<file path="src/bsnp_pkg.sv">
// Package for the bounded stack with negative purge.
// Holds the request codes, widths, controller states and the command/status structs.
// No dependencies.
`timescale 1ns / 1ps

package bsnp_pkg;

	localparam int unsigned STACK_DEPTH_DEF = 64;
	localparam int unsigned DATA_W          = 32;
	localparam int unsigned LEVEL_W         = 7;
	localparam int unsigned REQ_W           = 2;

	localparam logic [REQ_W-1:0] REQ_PUSH  = 2'd0;
	localparam logic [REQ_W-1:0] REQ_POP   = 2'd1;
	localparam logic [REQ_W-1:0] REQ_PURGE = 2'd2;

	typedef enum logic [2:0] {
		ST_IDLE,
		ST_EXEC,
		ST_POP_RD,
		ST_POP_FIN,
		ST_SCAN,
		ST_PURGE_FIN
	} state_t;

	typedef struct packed {
		logic load;       // latch a new request, clear the scan counters
		logic exec_push;  // commit a push (or a no-op) and load the result
		logic rd_pop;     // read address selects the word below the top
		logic pop_fin;    // commit a pop and load the result
		logic scan;       // run one step of the purge compaction
		logic purge_fin;  // commit the purge and load the result
	} dp_cmd_t;

	typedef struct packed {
		logic scan_done;
	} dp_stat_t;

endpackage

</file>
<file path="src/bounded_stack_with_negative_purge.sv">
// Top level of the bounded stack with negative purge.
// Depends on bsnp_pkg, bsnp_ctrl and bsnp_dpath (which holds the bsnp_ram store).
//
// Channel | Handshake            | Payload
// --------+----------------------+--------------------------------------------------
// in      | in_valid / in_stall  | req_type, push_value
// out     | out_valid / out_stall| popped_value, popped_valid, top_value, top_valid,
//         |                      | rejected, level, is_empty, is_full
//
// One request is in work at a time. Push or no-op completes from the execute state; pop
// first reads the word below the top through the store's registered read port. Purge
// runs the compaction scan, one stored word read per cycle.
// arst_n clears the level to empty; the store itself is not cleared.
// A finished result waits in the output register under out_stall; the next request is
// taken meanwhile and completes once the register drains.
`timescale 1ns / 1ps

module bounded_stack_with_negative_purge #(
	parameter int unsigned STACK_DEPTH = bsnp_pkg::STACK_DEPTH_DEF
) (
	input  logic                               clk,
	input  logic                               arst_n,
	input  logic                               in_valid,
	output logic                               in_stall,
	input  logic [bsnp_pkg::REQ_W-1:0]         req_type,
	input  logic signed [bsnp_pkg::DATA_W-1:0] push_value,
	output logic                               out_valid,
	input  logic                               out_stall,
	output logic signed [bsnp_pkg::DATA_W-1:0] popped_value,
	output logic                               popped_valid,
	output logic signed [bsnp_pkg::DATA_W-1:0] top_value,
	output logic                               top_valid,
	output logic                               rejected,
	output logic [bsnp_pkg::LEVEL_W-1:0]       level,
	output logic                               is_empty,
	output logic                               is_full
);
	import bsnp_pkg::*;

	dp_cmd_t  cmd;
	dp_stat_t stat;

	bsnp_ctrl u_ctrl (
		.clk       (clk),
		.arst_n    (arst_n),
		.in_valid  (in_valid),
		.in_stall  (in_stall),
		.req_type  (req_type),
		.out_valid (out_valid),
		.out_stall (out_stall),
		.stat      (stat),
		.cmd       (cmd)
	);

	bsnp_dpath #(
		.STACK_DEPTH (STACK_DEPTH)
	) u_dpath (
		.clk          (clk),
		.arst_n       (arst_n),
		.cmd          (cmd),
		.stat         (stat),
		.req_type     (req_type),
		.push_value   (push_value),
		.popped_value (popped_value),
		.popped_valid (popped_valid),
		.top_value    (top_value),
		.top_valid    (top_valid),
		.rejected     (rejected),
		.level        (level),
		.is_empty     (is_empty),
		.is_full      (is_full)
	);

endmodule

</file>
<file path="src/bsnp_ram.sv">
// Generic single-write, single-read RAM with a registered read port.
// No dependencies.
`timescale 1ns / 1ps

module bsnp_ram #(
	parameter int unsigned WIDTH = 32,
	parameter int unsigned DEPTH = 64
) (
	input  logic                     clk,
	input  logic                     we,
	input  logic [$clog2(DEPTH)-1:0] waddr,
	input  logic [WIDTH-1:0]         wdata,
	input  logic [$clog2(DEPTH)-1:0] raddr,
	output logic [WIDTH-1:0]         rdata
);

	logic [WIDTH-1:0] mem_q [DEPTH];

	always_ff @(posedge clk) begin
		if (we) begin
			mem_q[waddr] <= wdata;
		end
		rdata <= mem_q[raddr];
	end

endmodule

</file>
<file path="src/bsnp_ctrl.sv">
// Controller state machine for the bounded stack with negative purge.
// Depends on bsnp_pkg; drives the datapath through dp_cmd_t and owns the handshakes.
`timescale 1ns / 1ps

module bsnp_ctrl (
	input  logic                       clk,
	input  logic                       arst_n,
	input  logic                       in_valid,
	output logic                       in_stall,
	input  logic [bsnp_pkg::REQ_W-1:0] req_type,
	output logic                       out_valid,
	input  logic                       out_stall,
	input  bsnp_pkg::dp_stat_t         stat,
	output bsnp_pkg::dp_cmd_t          cmd
);
	import bsnp_pkg::*;

	state_t state_q, state_n;
	logic   out_valid_q;
	logic   slot_free;
	logic   accept;
	logic   load_result;

	assign slot_free = !out_valid_q || !out_stall;
	assign in_stall  = (state_q != ST_IDLE);
	assign accept    = in_valid && !in_stall;
	assign out_valid = out_valid_q;

	always_comb begin
		state_n = state_q;
		unique case (state_q)
			ST_IDLE: begin
				if (accept) begin
					unique case (req_type)
						REQ_POP:   state_n = ST_POP_RD;
						REQ_PURGE: state_n = ST_SCAN;
						default:   state_n = ST_EXEC;
					endcase
				end
			end
			ST_EXEC: begin
				if (slot_free) state_n = ST_IDLE;
			end
			ST_POP_RD: begin
				state_n = ST_POP_FIN;
			end
			ST_POP_FIN: begin
				if (slot_free) state_n = ST_IDLE;
			end
			ST_SCAN: begin
				if (stat.scan_done) state_n = ST_PURGE_FIN;
			end
			ST_PURGE_FIN: begin
				if (slot_free) state_n = ST_IDLE;
			end
			default: state_n = ST_IDLE;
		endcase
	end

	always_comb begin
		cmd = '0;
		unique case (state_q)
			ST_IDLE:      cmd.load      = accept;
			ST_EXEC:      cmd.exec_push = slot_free;
			ST_POP_RD:    cmd.rd_pop    = 1'b1;
			ST_POP_FIN: begin
				cmd.rd_pop  = 1'b1;
				cmd.pop_fin = slot_free;
			end
			ST_SCAN:      cmd.scan      = 1'b1;
			ST_PURGE_FIN: cmd.purge_fin = slot_free;
			default:      cmd = '0;
		endcase
	end

	assign load_result = cmd.exec_push || cmd.pop_fin || cmd.purge_fin;

	always_ff @(posedge clk or negedge arst_n) begin
		if (!arst_n) begin
			state_q     <= ST_IDLE;
			out_valid_q <= 1'b0;
		end else begin
			state_q <= state_n;
			// a new result wins over the transaction that drains the old one
			if (load_result) begin
				out_valid_q <= 1'b1;
			end else if (out_valid_q && !out_stall) begin
				out_valid_q <= 1'b0;
			end
		end
	end

endmodule

</file>
<file path="src/bsnp_dpath.sv">
// Datapath for the bounded stack with negative purge: store, level, top and result register.
// Depends on bsnp_pkg and bsnp_ram; driven by bsnp_ctrl through dp_cmd_t.
`timescale 1ns / 1ps

module bsnp_dpath #(
	parameter int unsigned STACK_DEPTH = bsnp_pkg::STACK_DEPTH_DEF
) (
	input  logic                               clk,
	input  logic                               arst_n,
	input  bsnp_pkg::dp_cmd_t                  cmd,
	output bsnp_pkg::dp_stat_t                 stat,
	input  logic [bsnp_pkg::REQ_W-1:0]         req_type,
	input  logic signed [bsnp_pkg::DATA_W-1:0] push_value,
	output logic signed [bsnp_pkg::DATA_W-1:0] popped_value,
	output logic                               popped_valid,
	output logic signed [bsnp_pkg::DATA_W-1:0] top_value,
	output logic                               top_valid,
	output logic                               rejected,
	output logic [bsnp_pkg::LEVEL_W-1:0]       level,
	output logic                               is_empty,
	output logic                               is_full
);
	import bsnp_pkg::*;

	localparam int unsigned AW = $clog2(STACK_DEPTH);
	localparam int unsigned LW = $clog2(STACK_DEPTH + 1);
	localparam logic [LW-1:0] LVL_MAX = LW'(STACK_DEPTH);

	logic [REQ_W-1:0]  req_q;
	logic [DATA_W-1:0] val_q;
	logic [LW-1:0]     level_q;
	logic [DATA_W-1:0] top_q;
	logic [LW-1:0]     rd_q;
	logic [LW-1:0]     wr_q;
	logic              pend_q;
	logic [DATA_W-1:0] scan_top_q;

	logic [DATA_W-1:0] res_popped_q;
	logic              res_pv_q;
	logic [DATA_W-1:0] res_top_q;
	logic              res_tv_q;
	logic              res_rej_q;
	logic [LW-1:0]     res_level_q;
	logic              res_empty_q;
	logic              res_full_q;

	logic              ram_we;
	logic [AW-1:0]     ram_waddr;
	logic [DATA_W-1:0] ram_wdata;
	logic [AW-1:0]     ram_raddr;
	logic [DATA_W-1:0] ram_rdata;
	logic [LW-1:0]     pop_addr;

	logic              issue;
	logic              keep;
	logic              push_we;
	logic              commit;
	logic [LW-1:0]     lvl_n;
	logic [DATA_W-1:0] top_n;
	logic [DATA_W-1:0] popped_n;
	logic              pv_n;
	logic              rej_n;
	logic [LW+LEVEL_W-1:0] lvl_ext;

	bsnp_ram #(
		.WIDTH (DATA_W),
		.DEPTH (STACK_DEPTH)
	) u_ram (
		.clk   (clk),
		.we    (ram_we),
		.waddr (ram_waddr),
		.wdata (ram_wdata),
		.raddr (ram_raddr),
		.rdata (ram_rdata)
	);

	// compaction: read at rd_q, write kept words back at wr_q, which never passes rd_q
	assign issue = cmd.scan && (rd_q != level_q);
	assign keep  = cmd.scan && pend_q && !ram_rdata[DATA_W-1];
	assign stat.scan_done = (rd_q == level_q) && !pend_q;

	assign push_we   = cmd.exec_push && (req_q == REQ_PUSH) && (level_q != LVL_MAX);
	assign pop_addr  = level_q - LW'(2);
	assign ram_we    = push_we || keep;
	assign ram_waddr = keep ? wr_q[AW-1:0] : level_q[AW-1:0];
	assign ram_wdata = keep ? ram_rdata : val_q;
	assign ram_raddr = cmd.rd_pop ? pop_addr[AW-1:0] : rd_q[AW-1:0];

	assign commit = cmd.exec_push || cmd.pop_fin || cmd.purge_fin;

	always_comb begin
		lvl_n    = level_q;
		top_n    = top_q;
		popped_n = '0;
		pv_n     = 1'b0;
		rej_n    = 1'b0;
		priority if (cmd.exec_push) begin
			if (req_q == REQ_PUSH) begin
				if (level_q == LVL_MAX) begin
					rej_n = 1'b1;
				end else begin
					lvl_n = level_q + LW'(1);
					top_n = val_q;
				end
			end
		end else if (cmd.pop_fin) begin
			if (level_q == '0) begin
				rej_n = 1'b1;
			end else begin
				lvl_n    = level_q - LW'(1);
				popped_n = top_q;
				pv_n     = 1'b1;
				top_n    = (level_q > LW'(1)) ? ram_rdata : '0;
			end
		end else if (cmd.purge_fin) begin
			lvl_n = wr_q;
			top_n = (wr_q != '0) ? scan_top_q : '0;
		end
	end

	always_ff @(posedge clk or negedge arst_n) begin
		if (!arst_n) begin
			level_q <= '0;
			top_q   <= '0;
			pend_q  <= 1'b0;
			rd_q    <= '0;
			wr_q    <= '0;
		end else begin
			pend_q <= issue;
			if (cmd.load) begin
				rd_q <= '0;
				wr_q <= '0;
			end else begin
				if (issue) rd_q <= rd_q + LW'(1);
				if (keep)  wr_q <= wr_q + LW'(1);
			end
			if (commit) begin
				level_q <= lvl_n;
				top_q   <= top_n;
			end
		end
	end

	always_ff @(posedge clk) begin
		if (cmd.load) begin
			req_q <= req_type;
			val_q <= push_value;
		end
		if (keep) begin
			scan_top_q <= ram_rdata;
		end
		if (commit) begin
			res_popped_q <= popped_n;
			res_pv_q     <= pv_n;
			res_top_q    <= top_n;
			res_tv_q     <= (lvl_n != '0);
			res_rej_q    <= rej_n;
			res_level_q  <= lvl_n;
			res_empty_q  <= (lvl_n == '0);
			res_full_q   <= (lvl_n == LVL_MAX);
		end
	end

	assign lvl_ext      = {{LEVEL_W{1'b0}}, res_level_q};
	assign level        = lvl_ext[LEVEL_W-1:0];
	assign popped_value = res_popped_q;
	assign popped_valid = res_pv_q;
	assign top_value    = res_top_q;
	assign top_valid    = res_tv_q;
	assign rejected     = res_rej_q;
	assign is_empty     = res_empty_q;
	assign is_full      = res_full_q;

endmodule

</file>
<file path="config.mk">
export PLATFORM = sky130hd
export DESIGN_NAME = bounded_stack_with_negative_purge
export DESIGN_NICKNAME = d
export VERILOG_FILES = /design/src/bsnp_pkg.sv /design/src/bounded_stack_with_negative_purge.sv /design/src/bsnp_ram.sv /design/src/bsnp_ctrl.sv /design/src/bsnp_dpath.sv
export SDC_FILE = /design/constraint.sdc
export NUM_CORES = 2
export LEC_CHECK = 0
export BUFFER_PORTS_ARGS = -buffer_cell sky130_fd_sc_hd__buf_2
export CAP_MARGIN = 20
export CORE_UTILIZATION = 30
export CTS_BUF_LIST = sky130_fd_sc_hd__clkbuf_4
export CTS_CLUSTER_DIAMETER = 150
export DETAILED_ROUTE_END_ITERATION = 16
export PLACE_DENSITY_LB_ADDON = 0.12
export SYNTH_ARGS = -nofsm -noshare
export SYNTH_HDL_FRONTEND = slang
export SYNTH_HIERARCHICAL = 1
export SYNTH_SLANG_ARGS = --single-unit
</file>
<file path="constraint.sdc">
create_clock -name clk -period 10.6 [get_ports clk]
set_clock_uncertainty 0.15 [all_clocks]
set_input_delay 0.53 -clock clk [delete_from_list [all_inputs] [get_ports clk]]
set_output_delay 0.53 -clock clk [all_outputs]
set_load 0.03 [all_outputs]
</file>
; ---- Yosys cells after proc, flatten, opt, wreduce, memory -nomap -nowiden
; Memories as Yosys holds them, arrays and structs flattened. A register that Yosys moved wholly into a read port is not among the register bits.
; Index checks and enable logic that the tools add are counted.
[totals]
register_bits = 200
latch_bits = 0
ram_bits = 2048
mem_bits_ro = 0
input_bits = 38
output_inout_bits = 78
elab_cells = 115
mem_count = 1
[mem_list]
columns = memory, depth, word_bits, read_ports, rd_clocked_by_memory_dff, wr, line
row1 = u_dpath.u_ram.mem_q, 64, 32, 1, 1, 1, bsnp_ram.sv:17  ; logic [WIDTH-1:0] mem_q [DEPTH];
[classes]
addsub = 5
n_mul = 0
div_mod_pow = 0
order_cmp = 1
eq_ne = 15
shifts = 0
n_mux = 42
bitwise = 1
n_reduce_logical = 32
[op_table]
columns = op, n
row1 = 32-bit 2-to-1 mux, 9
row2 = 7-bit 2-to-1 mux, 10
row3 = "7-bit by 1-bit adder with 7-bit output, second input constant", 3
row4 = 1-bit 2-to-1 mux, 16
row5 = "7-bit == test, second input constant", 2
row6 = 7-bit logical NOT, 2
row7 = 7-bit nonzero test, 2
row8 = 6-bit 2-to-1 mux, 2
row9 = 3-bit case mux with 4 select lines, 1
row10 = 3-bit 2-to-1 mux, 3
row11 = 1-bit logical AND, 8
row12 = 7-bit == test, 1
row13 = "7-bit by 1-bit greater-than comparator with 1-bit output, second input constant", 1
row14 = 7-bit inequality test, 1
row15 = "7-bit inequality test, second input constant", 1
row16 = "7-bit by 1-bit subtractor with 7-bit output, second input constant", 1
row17 = "3-bit by 2-bit == test with 1-bit output, second input constant", 2
row18 = "3-bit == test, second input constant", 2
row19 = 3-bit case mux with 2 select lines, 1
row20 = 2-bit nonzero test, 3
row21 = 3-bit OR reduction, 2
row22 = "6-bit by 2-bit subtractor with 6-bit output, second input constant", 1
row23 = 1-bit logical NOT, 5
row24 = 1-bit logical OR, 4
row25 = other kinds (11), 13

; ---- Depth between registers and ports, before layout
[depth]
depth_word = 8
depth_mapped = 15
ltp_nobuf = 10

; ---- Cells and area by module
; The synthesis kept the hierarchy.
[modules_own_cells]
columns = module, instances, cells_each, area_per_inst_um2
row1 = bsnp_ram, 1, 3324, 78515.3
row2 = bsnp_dpath, 1, 694, 8692.1
row3 = bsnp_ctrl, 1, 32, 285.3

; ---- Worst setup path before layout
; Ideal clock, no wire load.
[synth_path]
path_type = flip-flop to flip-flop
startpoint = register u_ctrl.state_q[1]
endpoint = memory u_dpath.u_ram.mem_q[49][0], enable pin
setup_time_ns = 0.461
arrival_ns = 4.496
required_time_ns = 9.989
setup_slack_ns = 5.493
path_stages_with_launch = 15
path_buffers = 5
synth_period_minus_slack_ns = 5.107
cell_sequence = dfrtp_1 > buf_2 > nand2b_1 > nor2_1 > nand2_1 > or2_1 > clkbuf_1 > inv_2 > buf_2 > clkbuf_1 > nand2_1 > o21ai_0 > clkbuf_1 > nand4_1 > nor3_1
[synth_rtl]
columns = item, line
row1 = from (decl), bsnp_ctrl.sv:18  ; state_t state_q, state_n;
row2 = from (signal assigned), bsnp_ctrl.sv:83  ; state_q <= state_n;
row3 = to (decl), bsnp_ram.sv:17

==> results.json <==
{
  "synth_cells": 4050,
  "final-hold-violation-count": 0,
  "clk_path_buf_depth": 4,
  "reg2reg_slack_ns": 5.14,
  "grt_overflow": 0,
  "p_leak_nw": 32.6,
  "crit_slowest_cell": "buf_4",
  "synth_warnings": 6,
  "hp-class": "in -> async",
  "routed_wl_mm": 277,
  "yosysUniqueCellTypes": 75,
  "synth_area_leaders": "edfxtp_1 (75%), mux4_2 (14%), dfrtp_1 (1.7%)",
  "fp-row-count": 197,
  "worst_path_largest_cell_delay_ns": 0.75,
  "cp-start-kind": "register",
  "fin_hold_ws_ns": 0.162,
  "post_cts_buffers": 0,
  "ff_latch_area_sq_um": 67900,
  "cts_tree": "yes",
  "ir_drop_uv": 241,
  "cpMostUsedCell": "buf_4",
  "nNetsFinal": 4877,
  "synth_nets": 4099,
  "reg2reg_depth": 11,
  "grt_max_degree": 78,
  "final_cell_mix": "edfxtp_1 (2,190), clkbuf_4 (965), mux4_2 (544)",
  "cp_num_buf_inv": 4,
  "clock-sinks": 2280,
  "cp_cell_sequence": "nor2b_1, buf_4, mux2i_4, buf_4, buf_12, buf_4, or3b_2, o221ai_1, a21oi_1, a21oi_1, nor2_1",
  "critPathTopFamily": "buffers and inverters",
  "first_pass_iters": 6,
  "relSlewSlack_pct": 17.0,
  "grt_pass1_vias": 47000,
  "yosys.area.top_type": "edfxtp_1",
  "critical_path.max_fanout": 76,
  "synth_top_area_share_pct": 75.2,
  "layout_commonest_cell": "edfxtp_1",
  "dp_hpwl_mm": 162,
  "vias": 45800,
  "clk_latency_ns": 1.53,
  "drcViolationCount": 0,
  "endpoint_kind": "register",
  "cts.repair.resized": 0,
  "setup_tns_ns": 0,
  "crit_type": "reg -> reg",
  "syn2layout_area_growth_pct": 17.7,
  "track_usage_pct": 18.6,
  "rr_endpoint": "u_dpath/u_ram/rdata[5]",
  "initial_core_util_pct": 30.3,
  "rr_startpoint": "u_ctrl/state_q[1]",
  "port_buffers": 115,
  "power_density_nw_per_um2": 289,
  "tightest_slew_ns": 1.24,
  "required_ns": 11.78,
  "multi_input_area_sq_um": 19100,
  "root_buffer": "clkbuf_4",
  "detail_route.wl_per_cell_um": 30.1,
  "ant_nets": 0,
  "ys_ff_latch": 2280,
  "layout-drive-gt1-share_pct": 37.5,
  "fp.dieW_um": 542,
  "htree_levels": 6,
  "final-setup-viol-count": 0,
  "finalMaxSlewViolations": 0,
  "ys.flop_type": "edfxtp_1",
  "drtIter0Drc": 4564,
  "path_clk_slew_ns": 0.07,
  "synth-edff-count": 2190,
  "dieHeight_um": 542,
  "io_pins": 116,
  "synthArstFlopShare_pct": 2.54,
  "drv_cap": 0,
  "dieArea_sq_um": 294000,
  "synth-seq-area-share_pct": 77.6,
  "coreArea_sq_um": 289000,
  "cts_hold_buf": 90,
  "grt_pass1_wl_mm": 381,
  "place_congestion": 0.779,
  "status": "complete, no violations",
  "vias_per_cell": 4.97,
  "postSynthAreaPerCell_sq_um": 21.6,
  "numCtsBuffers": 631,
  "fmax_mhz": 183,
  "fin_crit_ns": 5.46,
  "antenna_found_initial": 32,
  "rsz0062_at_grt": "no",
  "worstPathArrival_ns": 6.64,
  "netlist_area_sq_um": 87500,
  "fillers": 27100,
  "period_share_pct": 51.5
}
## tightest hold or removal path, delay by kind of cell
family	cells	cell delay, ns
buffers and inverters	4	1.86
## power by group
| part | switching [mW] | internal (mW) |
|---|---|---|
| clock network | 3.82 | 4.26 |
| logic | 6.74 | 3.72 |
| registers | 0.439 | 10.8 |
## layout make-up
class	count	share of cell area, %
well taps	3880	4.71
repair buffers	372	2.84
clock inverters	152	0.879
flip-flops and latches	2280	65.9
inverters	18	0.0656
clock buffers	964	7.03
diodes	19	0.0462
multi-input cells	1525	18.6
## synth_stat cells (4+ instances only)
cell and count:
xor2_1 16, inv_1 16, mux4_2 544, buf_1 25, dfrtp_1 58, edfxtp_1 2190
and3_1 5, or3_1 6, dfxtp_1 32, ha_1 11, clkbuf_1 98, a311oi_1 9
nor2_1 171, buf_2 65, nand3b_1 5, o221ai_1 27, a41o_1 4, nand2_1 150
nand2b_1 10, buf_6 10, a22oi_1 13, a21oi_1 72, xnor2_1 7, nor3_1 10
a222oi_1 32, o21ai_1 61, buf_4 28, and2_1 41, nor2b_1 19, o22ai_1 85
nand3_1 9, o21ai_0 14, o32ai_1 4, mux2i_1 130, a31oi_1 7, nand4_1 10
## sequential cells by signal, indices dropped and copies added, names as in the netlist
signal                flops
u_dpath/rejected          1
u_dpath/is_empty          1
u_dpath/pend_q            1
u_dpath/wr_q              7
u_dpath/top_q            32
u_dpath/scan_top_q       32
u_dpath/val_q            32
u_dpath/popped_value     32
u_dpath/rd_q              7
u_dpath/top_value        32
u_dpath/level_q           7
u_dpath/req_q             2
u_dpath/top_valid         1
u_dpath/level             7
u_dpath/u_ram/rdata      32
u_ctrl/state_q            3
u_ctrl/out_valid          1
u_dpath/u_ram/mem_q    2048
u_dpath/is_full           1
u_dpath/popped_valid      1
## how the worst max path moves through the flow
| stage | slack, ns | endpoint | cells past startpoint | start |
|---|---|---|---|---|
| 4_1_cts | 5.01 | u_dpath/u_ram/rdata[25] | 10 | u_ctrl/state_q[1] |
| 3_5_place_dp | 5.03 | u_dpath/u_ram/rdata[25] | 10 | u_ctrl/state_q[1] |
| 6_report | 5.14 | u_dpath/u_ram/rdata[5] | 11 | u_ctrl/state_q[1] |
| 2_1_floorplan | 5.49 | u_dpath/u_ram/mem_q[49][0] | 14 | u_ctrl/state_q[1] |
| 3_3_place_gp | 4.80 | u_dpath/u_ram/rdata[8] | 10 | u_dpath/level_q[1] |
| 5_1_grt | 4.93 | u_dpath/u_ram/rdata[25] | 10 | u_ctrl/state_q[1] |
## kinds of logic (layout without fill, tap and decap cells)
family / after synthesis / after routing / synth area share (%)
mux: 677 / 677 / 15.5
flops: 2280 / 2280 / 77.6
buf+inv: 245 / 1506 / 1.35
simple gates: 460 / 460 / 2.43
other cells: 0 / 19 / 0
xor+xnor: 24 / 24 / 0.249
compound gates: 353 / 353 / 2.73
fa+ha+maj: 11 / 11 / 0.157
## metrics by stage
step / area (sq um) / total power [mW] / setup WS (ns) / instances / util (%)
final: 103000 / 29.8 / 5.14 / 9210 / 35.6
after global routing: 103000 / 31.1 / 4.93 / 9196 / 35.6
after CTS: 103000 / 30.3 / 5.01 / 9188 / 35.6
after detailed placement: 93900 / 22.1 / 5.03 / 7982 / 32.5
after global placement: 93700 / 22.0 / 4.80 / 7975 / 32.4
after floorplan: 87500 / 17.4 / 5.49 / 4050 / -
## layer usage
metal	vias up	global-route usage (%)	share of wire (%)
met5	-	0	0.024
met4	10	4.62	1.8
met3	371	3.39	6.3
met2	1802	29.1	47
met1	24600	26.8	45
li1	19000	-	-
No activity file was read; power rests on OpenSTA's default activity.
